## src/rtl/tflpp_pkg.sv

```systemverilog
// Shared constants for the top-four local peak picker.
package tflpp_pkg;

  localparam int unsigned TagWidth       = 24;
  localparam int unsigned MagWidth       = 32;
  localparam int unsigned RankWidth      = 2;
  localparam int unsigned SeenWidth      = 3;
  localparam int unsigned ResultSlots    = 4;
  localparam int unsigned MinRunPoints   = 4;
  localparam int unsigned TopCountDefault = 4;

endpackage

```

## src/rtl/top_four_local_peak_picker.sv

```systemverilog
// Top-four local peak picker: sorted peak list plus a four-entry result buffer.
// Latency: the first result of a run is offered the cycle after its last point is accepted.
// Throughput: one point per cycle unless a last point is held off; a run emits four results.
// A last point is held off only while the previous run's four results are still draining.
// Reset (rst_ni low, asynchronous) clears the point history and the peak list
// and empties the result buffer.
module top_four_local_peak_picker #(
  parameter int unsigned TopCount = tflpp_pkg::TopCountDefault
) (
  input  logic                             clk_i,
  input  logic                             rst_ni,
  input  logic                             in_valid_i,
  output logic                             in_ready_o,
  input  logic [tflpp_pkg::TagWidth-1:0]   point_tag_i,
  input  logic [tflpp_pkg::MagWidth-1:0]   point_magnitude_i,
  input  logic                             last_point_i,
  output logic                             out_valid_o,
  input  logic                             out_ready_i,
  output logic [tflpp_pkg::TagWidth-1:0]   peak_tag_o,
  output logic [tflpp_pkg::MagWidth-1:0]   peak_magnitude_o,
  output logic [tflpp_pkg::RankWidth-1:0]  peak_rank_o,
  output logic                             last_peak_o
);

  localparam int unsigned TagW  = tflpp_pkg::TagWidth;
  localparam int unsigned MagW  = tflpp_pkg::MagWidth;
  localparam int unsigned RankW = tflpp_pkg::RankWidth;
  localparam int unsigned SeenW = tflpp_pkg::SeenWidth;
  localparam int unsigned Slots = tflpp_pkg::ResultSlots;
  localparam int unsigned FillW = $clog2(TopCount + 1);

  // point history and peak list
  logic [TagW-1:0]  older_tag_q, newer_tag_q;
  logic [MagW-1:0]  older_mag_q, newer_mag_q;
  logic [SeenW-1:0] seen_q, seen_d;
  logic [TagW-1:0]  best_tag_q [TopCount];
  logic [MagW-1:0]  best_mag_q [TopCount];
  logic [TagW-1:0]  best_tag_d [TopCount];
  logic [MagW-1:0]  best_mag_d [TopCount];
  logic [FillW-1:0] filled_q, filled_d;
  logic [TopCount-1:0] keep_ge;
  logic             is_peak;

  // result buffer
  logic [TagW-1:0]  res_tag_q [Slots];
  logic [MagW-1:0]  res_mag_q [Slots];
  logic [TagW-1:0]  res_tag_d [Slots];
  logic [MagW-1:0]  res_mag_d [Slots];
  logic             busy_q;
  logic [RankW-1:0] idx_q;
  logic             in_fire, out_fire, drain_done, long_run;

  assign out_fire   = busy_q && out_ready_i;
  assign drain_done = out_fire && (idx_q == RankW'(Slots - 1));
  assign in_ready_o = !last_point_i || !busy_q || drain_done;
  assign in_fire    = in_valid_i && in_ready_o;

  assign is_peak = (seen_q >= SeenW'(2)) && (newer_mag_q > older_mag_q) &&
                   (newer_mag_q > point_magnitude_i);

  // Sorted insert: kept entries at least as large stay, the candidate lands at the
  // first smaller one, and everything below shifts down one slot.
  always_comb begin
    int unsigned prev;
    for (int unsigned i = 0; i < TopCount; i++) begin
      keep_ge[i] = (FillW'(i) < filled_q) && (best_mag_q[i] >= newer_mag_q);
    end
    for (int unsigned i = 0; i < TopCount; i++) begin
      prev = (i == 0) ? 0 : i - 1;
      if (!is_peak || keep_ge[i]) begin
        best_tag_d[i] = best_tag_q[i];
        best_mag_d[i] = best_mag_q[i];
      end else if (i == 0 || keep_ge[prev]) begin
        best_tag_d[i] = newer_tag_q;
        best_mag_d[i] = newer_mag_q;
      end else begin
        best_tag_d[i] = best_tag_q[prev];
        best_mag_d[i] = best_mag_q[prev];
      end
    end
    filled_d = filled_q;
    if (is_peak && !keep_ge[TopCount-1] && (filled_q < FillW'(TopCount))) begin
      filled_d = filled_q + FillW'(1);
    end
    seen_d = seen_q;
    if (seen_q < SeenW'(tflpp_pkg::MinRunPoints)) begin
      seen_d = seen_q + SeenW'(1);
    end
  end

  assign long_run = (seen_d >= SeenW'(tflpp_pkg::MinRunPoints));

  for (genvar j = 0; j < Slots; j++) begin : g_snap
    if (j < TopCount) begin : g_live
      logic use_slot;
      assign use_slot     = long_run && (FillW'(j) < filled_d);
      assign res_tag_d[j] = use_slot ? best_tag_d[j] : '0;
      assign res_mag_d[j] = use_slot ? best_mag_d[j] : '0;
    end else begin : g_empty
      assign res_tag_d[j] = '0;
      assign res_mag_d[j] = '0;
    end
  end

  always_ff @(posedge clk_i or negedge rst_ni) begin
    if (!rst_ni) begin
      older_tag_q <= '0;
      older_mag_q <= '0;
      newer_tag_q <= '0;
      newer_mag_q <= '0;
      seen_q      <= '0;
      filled_q    <= '0;
      for (int unsigned i = 0; i < TopCount; i++) begin
        best_tag_q[i] <= '0;
        best_mag_q[i] <= '0;
      end
    end else if (in_fire) begin
      if (last_point_i) begin
        // run closes: start the next one from a clean state
        older_tag_q <= '0;
        older_mag_q <= '0;
        newer_tag_q <= '0;
        newer_mag_q <= '0;
        seen_q      <= '0;
        filled_q    <= '0;
        for (int unsigned i = 0; i < TopCount; i++) begin
          best_tag_q[i] <= '0;
          best_mag_q[i] <= '0;
        end
      end else begin
        older_tag_q <= newer_tag_q;
        older_mag_q <= newer_mag_q;
        newer_tag_q <= point_tag_i;
        newer_mag_q <= point_magnitude_i;
        seen_q      <= seen_d;
        filled_q    <= filled_d;
        best_tag_q  <= best_tag_d;
        best_mag_q  <= best_mag_d;
      end
    end
  end

  always_ff @(posedge clk_i or negedge rst_ni) begin
    if (!rst_ni) begin
      busy_q <= 1'b0;
      idx_q  <= '0;
    end else if (in_fire && last_point_i) begin
      busy_q <= 1'b1;
      idx_q  <= '0;
    end else if (out_fire) begin
      idx_q <= idx_q + RankW'(1);
      if (drain_done) begin
        busy_q <= 1'b0;
      end
    end
  end

  always_ff @(posedge clk_i) begin
    if (in_fire && last_point_i) begin
      res_tag_q <= res_tag_d;
      res_mag_q <= res_mag_d;
    end
  end

  assign out_valid_o      = busy_q;
  assign peak_tag_o       = res_tag_q[idx_q];
  assign peak_magnitude_o = res_mag_q[idx_q];
  assign peak_rank_o      = idx_q;
  assign last_peak_o      = (idx_q == RankW'(Slots - 1));

endmodule

```

## config.mk

```make
export PLATFORM = sky130hd
export DESIGN_NAME = top_four_local_peak_picker
export DESIGN_NICKNAME = d
export VERILOG_FILES = /design/src/rtl/tflpp_pkg.sv /design/src/rtl/top_four_local_peak_picker.sv
export SDC_FILE = /design/constraint.sdc
export NUM_CORES = 1
export LEC_CHECK = 0
export ABC_AREA = 1
export BUFFER_PORTS_ARGS = -buffer_cell sky130_fd_sc_hd__buf_2
export CORE_MARGIN = 2
export CORE_UTILIZATION = 30
export DETAILED_ROUTE_END_ITERATION = 8
export PLACE_DENSITY_LB_ADDON = 0.25
export SETUP_SLACK_MARGIN = 0.05
export SYNTH_ARGS = -nofsm -noshare
export SYNTH_HDL_FRONTEND = slang
export SYNTH_SLANG_ARGS = --single-unit
```

## constraint.sdc

```tcl
create_clock -name clk_i -period 6.54 [get_ports clk_i]
set_input_delay 0.654 -clock clk_i [delete_from_list [all_inputs] [get_ports clk_i]]
set_output_delay 0.654 -clock clk_i [all_outputs]
set_load 0.01 [all_outputs]
```

* Yosys cells after proc, flatten, opt, wreduce, memory -nomap -nowiden
Cells that the tools add are included.
** Storage, ports and cells
- Bits of input ports :: 61
- Flip-flop bits (word level) :: 545
- Word-level logic and storage cells :: 110
** Operators by class
- Bitwise logic cells :: 1
- $add $sub $neg :: 3
- Order comparisons :: 19
- Muxes and demuxes :: 34
- Reduce and logical (&&, ||, !) cells :: 29
- Equality and inequality tests :: 1
** Operators with widths (number)
- $mux 32 :: 11
- $mux 24 :: 10
- $ge 32x32->1 :: 4
- $mux 128 :: 1
- $mux 96 :: 1
- $bmux 32 s2 :: 1
- $gt 32x32->1 :: 2
- $bmux 24 s2 :: 1
- $logic_and 1x1->1 :: 16
- $lt 1x3->1 const A :: 4
- $lt 2x3->1 const A :: 4
- $mux 3 :: 4
- $add 3x1->3 const B :: 2
- $ge 3x3->1 const B :: 2
- $logic_or 1x1->1 :: 6
- $lt 3x3->1 const B :: 2
- $logic_not 1->1 :: 4
- $mux 2 :: 2
- $reduce_bool 2->1 :: 2
- $ge 3x2->1 const B :: 1
- $mux 1 :: 3
- $not 2->3 :: 1
- $add 2x1->2 const B :: 1
- $eq 2x2->1 const B :: 1
- $reduce_and 2->1 :: 1

* Logic depth before layout (Yosys ltp)
- Word-level depth :: 8
- Depth in mapped cells :: 22

* Worst setup path after synthesis
OpenSTA, ideal clock, no wires.
- Path type :: register to register
- Start :: register idx_q[0] (netlist: peak_rank_o[0])
- End :: register res_mag_q[0] in the netlist's numbering (enable)
- Library setup time :: 577 ps
- Required time :: 5963 ps
- Arrival time :: 5662 ps
- Cell stages (with the launch flop) :: 8
- Setup slack :: 300 ps
- Path buffers :: 0
- Cells stage by stage :: dfrtp_1 > ha_1 > nand2_1 > nand3_1 > nand2_1 > inv_2 > nand2_1 > inv_1
** On the way
- Word-level cells in the longest chain between the ends :: 5
** RTL lines
- from (decl) :: line top_four_local_peak_picker.sv:50 : logic [RankW-1:0] idx_q;
- from (signal assigned) :: line top_four_local_peak_picker.sv:151 : idx_q <= idx_q + RankW'(1);
- $eq 2x2->1
- net last_peak_o :: line top_four_local_peak_picker.sv:22 : output logic last_peak_o
- $logic_and 1x1->1 :: line top_four_local_peak_picker.sv:54 : assign drain_done = out_fire && (idx_q == RankW'(Slots - 1));
- $logic_or 1x1->1 :: line top_four_local_peak_picker.sv:55 : assign in_ready_o = !last_point_i || !busy_q || drain_done;
- net in_ready_o :: line top_four_local_peak_picker.sv:13 : output logic in_ready_o,
- $logic_and 1x1->1 :: line top_four_local_peak_picker.sv:56 : assign in_fire = in_valid_i && in_ready_o;
- $logic_and 1x1->1 :: line top_four_local_peak_picker.sv:159 : if (in_fire && last_point_i) begin
- to (signal assigned) :: line top_four_local_peak_picker.sv:161 : res_mag_q <= res_mag_d;
- to (decl) :: line top_four_local_peak_picker.sv:46 : logic [MagW-1:0] res_mag_q [Slots];
The timed path passes the listed nets, and every way through them passes these cells.
A chain may end at the register's enable or synchronous reset.

* Final worst setup path
- Start :: register newer_mag_q[28]
- End :: register res_mag_q[114] in the netlist's numbering, data pin
** On the way
- Word-level cells in the longest chain between the ends :: 8
** RTL lines
- from (decl) :: line top_four_local_peak_picker.sv:34 : logic [MagW-1:0] older_mag_q, newer_mag_q;
- from (signal assigned) :: line top_four_local_peak_picker.sv:134 : newer_mag_q <= point_magnitude_i;
- $gt 32x32->1 / $ge 32x32->1 (equally long branches) :: line top_four_local_peak_picker.sv:58, top_four_local_peak_picker.sv:66
- $logic_and 1x1->1, on equally long branches :: line top_four_local_peak_picker.sv:58, top_four_local_peak_picker.sv:66
- $logic_and 1x1->1 / $logic_not 1->1 (equally long branches) :: line top_four_local_peak_picker.sv:58, top_four_local_peak_picker.sv:82
- $logic_and 1x1->1 (2 in series) :: line top_four_local_peak_picker.sv:82 : if (is_peak && !keep_ge[TopCount-1] && (filled_q < FillW'(TopCount))) begin
- $mux 3 :: line top_four_local_peak_picker.sv:82
- $lt 1x3->1 :: line top_four_local_peak_picker.sv:96 : assign use_slot = long_run && (FillW'(j) < filled_d);
- $logic_and 1x1->1 :: line top_four_local_peak_picker.sv:96
Several ways; a longest one is shown, not always the timed one.

==> flow_metrics.py <==
metrics = {
    "status": {
        "status": "complete, no violations",
    },
    "sta": {
        "tns_ns": 0,
        "worst_slew_pin_slew_ns": 1.13,
        "relSlewSlack_pct": 24.6,
        "rsz0062_at_grt": "no",
        "fmax_ghz": 0.199,
        "layout_min_cycle_time_ns": 5.02,
        "final.period_utilization_pct": 76.8,
        "skew_ns": 0.0357,
        "maxSlewViolCount": 0,
        "setup_viol_count_final": 0,
        "hold_viol": 0,
    },
    "die": {
        "start_util_pct": 30.3,
        "dieHeight_um": 327,
        "io_pins": 122,
        "placementRows": 118,
        "die-width_um": 327,
        "dieArea_um2": 107000,
        "core-area_um2": 103000,
    },
    "setup_path": {
        "worstPathCellList": "inv_1, ha_1, nand2_1, nor2_1, nand4_1, nor4_2, nand2_1, nand3_1, nand2_2, nand2_4, buf_4, nand2_1, o21ai_1, nor2_1",
        "start_kind": "flip-flop",
        "slowest_delay_ns": 1.08,
        "cp-end-kind": "flip-flop",
        "path_delay_family": "simple AND/OR/NAND/NOR gates",
        "critPathKind": "flip-flop to flip-flop",
        "cp_slowest_cell": "nand2_4",
        "crit_top_cell": "nand2_1",
        "crit_buf_inv": 2,
        "critPathArrivalTime_ns": 5.34,
        "required_ns": 6.85,
        "crit_fanout": 81,
    },
    "cts": {
        "clockRootBuffer": "clkbuf_16",
        "cts_tree": "built",
        "clkTransAtPathRegs_ns": 0.06,
        "cts.sinks": 545,
        "clkLatencyLatePin_ns": 0.62,
        "cts_resized": 0,
        "clockBufferDepth": 3,
        "numCtsBuffers": 66,
        "htreeDepth": 3,
    },
    "pwr": {
        "design_power_total_mw": 15.2,
        "power_density_nw_per_um2": 432,
        "p_leak_nw": 16.3,
        "irDropWorstVdd_v": 0.000266,
    },
    "synth": {
        "yosysTopAreaCell": "dfrtp_1",
        "mappedNetlistArea_um2": 31300,
        "synth_nets": 4242,
        "avgSynthCellArea_um2": 7.86,
        "synthMostInstantiatedCell": "nand2_1",
        "synth_seq_cells": 545,
        "synth.top_cells.by_area": "dfrtp_1 (26%), edfxtp_1 (21%), nand2_1 (16%)",
        "ys_warn_count": 0,
        "ys_seq_area_share_pct": 47.1,
        "synth_cell_types": 41,
        "synth_top_area_share_pct": 25.7,
        "synth-async-reset-ratio_pct": 58.9,
        "synthCells": 3985,
        "synth-edff-count": 224,
        "synth_top_flop_cell": "dfrtp_1",
        "yosys-top-cells-count": "nand2_1 (1322), inv_1 (396), nor2_1 (356), dfrtp_1 (321), nand3_1 (283)",
    },
    "grt": {
        "grt_remaining_overflow": 0,
        "track_usage_pct": 19.7,
        "antenna_found_initial": 3,
        "grt_pass1_wl_mm": 162,
        "grt_max_degree": 160,
        "first_global_vias": 25800,
    },
    "drt": {
        "wl_mm": 106,
        "drt_pre_antenna_iters": 6,
        "drc_errors": 0,
        "dr.first_iter.drc_count": 2272,
        "postRouteAntennaNets": 0,
        "via_per_inst": 4.93,
        "wire_per_inst_um": 19.6,
        "vias": 26800,
    },
    "place": {
        "dp.cells": 5310,
        "portBuffers": 121,
        "hpwl_mm": 64.1,
        "place_congestion": 0.876,
    },
    "cells_and_area": {
        "drive_gt1_share_pct": 8.52,
        "nFillCells": 10800,
        "syn2layout_area_growth_pct": 12.2,
        "post-route-util_pct": 33.9,
        "nNetsFinal": 4256,
        "stdcell_count": 5430,
    },
    "flow_run": {
        "cap_viol_max_count": 0,
    },
    "worst_hold_path": {
        "hold_path.class": "primary input to flip-flop",
    },
}
## worst reg2reg max path: stages, from the launching register on
cell     delay [ns]
dfrtp_1        0.60
inv_1          0.29
ha_1           0.36
nand2_1        0.06
nor2_1         0.14
nand4_1        0.20
nor4_2         0.56
nand2_1        0.13
nand3_1        0.12
nand2_2        0.51
nand2_4        1.09
buf_4          0.41
nand2_1        0.08
o21ai_1        0.12
nor2_1         0.07
## power by group
group | internal [mW] | leakage [nW] | total (mW) | switching, mW
combinational | 1.97 | 8.73 | 6.47 | 4.50
sequential | 4.25 | 6.50 | 4.94 | 0.687
clock | 2.24 | 1.06 | 3.78 | 1.54
total | 8.46 | 16.3 | 15.2 | 6.73
## area by class of cell
| cell class | instances | area (µm²) | area share [%] |
|---|---|---|---|
| multi-input combinational | 2823 | 14000 | 39.8 |
| sequential | 545 | 14800 | 42.0 |
| clock buffer | 95 | 1920 | 5.45 |
| timing repair buffer | 157 | 951 | 2.71 |
| clock inverter | 23 | 265 | 0.755 |
| antenna | 1 | 2.50 | 0.00712 |
| inverter | 406 | 1540 | 4.38 |
| tap | 1380 | 1730 | 4.91 |
## layout by cell type (no fill, tap or decap), types with 90 or more instances in the layout
cell,netlist,routed
nand2_1,1322,1316
inv_1,396,391
nor2_1,356,355
dfrtp_1,321,319
nand3_1,283,282
o21ai_0,226,226
edfxtp_1,224,224
ha_1,196,196
o22ai_1,120,120
buf_2,42,120
o21ai_1,115,114
a21oi_1,90,90
## metrics by stage
step | setup WS, ns | instance area (µm²) | hold slack [ns]
CTS | 1.47 | 35100 | 0.213
global placement | 1.48 | 32900 | 0.461
global route | 1.21 | 35100 | 0.251
floorplan | 0.300 | 31300 | 0.358
detailed placement | 1.50 | 32900 | 0.465
finish | 1.52 | 35100 | 0.252
## cells by family after synthesis
group,synth area share (%)
buf+inv,8.46
compound gates,9.69
xor+xnor,0.0280
flops,47.1
simple gates,26.9
fa+ha+maj,7.83
## final timing paths
| kind | from | end | slack [ns] | depth (start not counted) |
|---|---|---|---|---|
| max | newer_mag_q[28] | res_mag_q[114] | 1.52 | 14 |
| min | point_tag_i[21] | newer_tag_q[21] | 0.25 | 3 |
| max reg2reg | newer_mag_q[28] | res_mag_q[114] | 1.52 | 14 |
| min reg2reg | best_tag_q[20] | best_tag_q[20] | 0.48 | 2 |
| max in group asynchronous | rst_ni | peak_rank_o[0] | 4.63 | 3 |
| min in group asynchronous | rst_ni | best_tag_q[30] | 0.58 | 2 |
## sequential cells by signal, summed over array words and instances (netlist names)
signal       flops
newer_tag_q     24
newer_mag_q     32
out_valid_o      1
older_mag_q     32
peak_rank_o      2
best_tag_q      96
filled_q         3
seen_q           3
best_mag_q     128
res_tag_q       96
res_mag_q      128
## what timing repair did
item,4_1_cts,5_1_grt
hold buffers,1,0
buffers inserted,0,0
endpoints found under the hold margin,15,0
## layer usage
metal	vias to the layer above	wire (µm)	part of all wire [%]	GRT usage (%)
li1	13000	-	-	-
met1	12900	49100	46	27.5
met2	717	48700	46	31.8
met3	153	5700	5.4	2.75
met4	4	2690	2.5	6.12
met5	-	26	0.024	0
(Power assumes the default switching activity.)
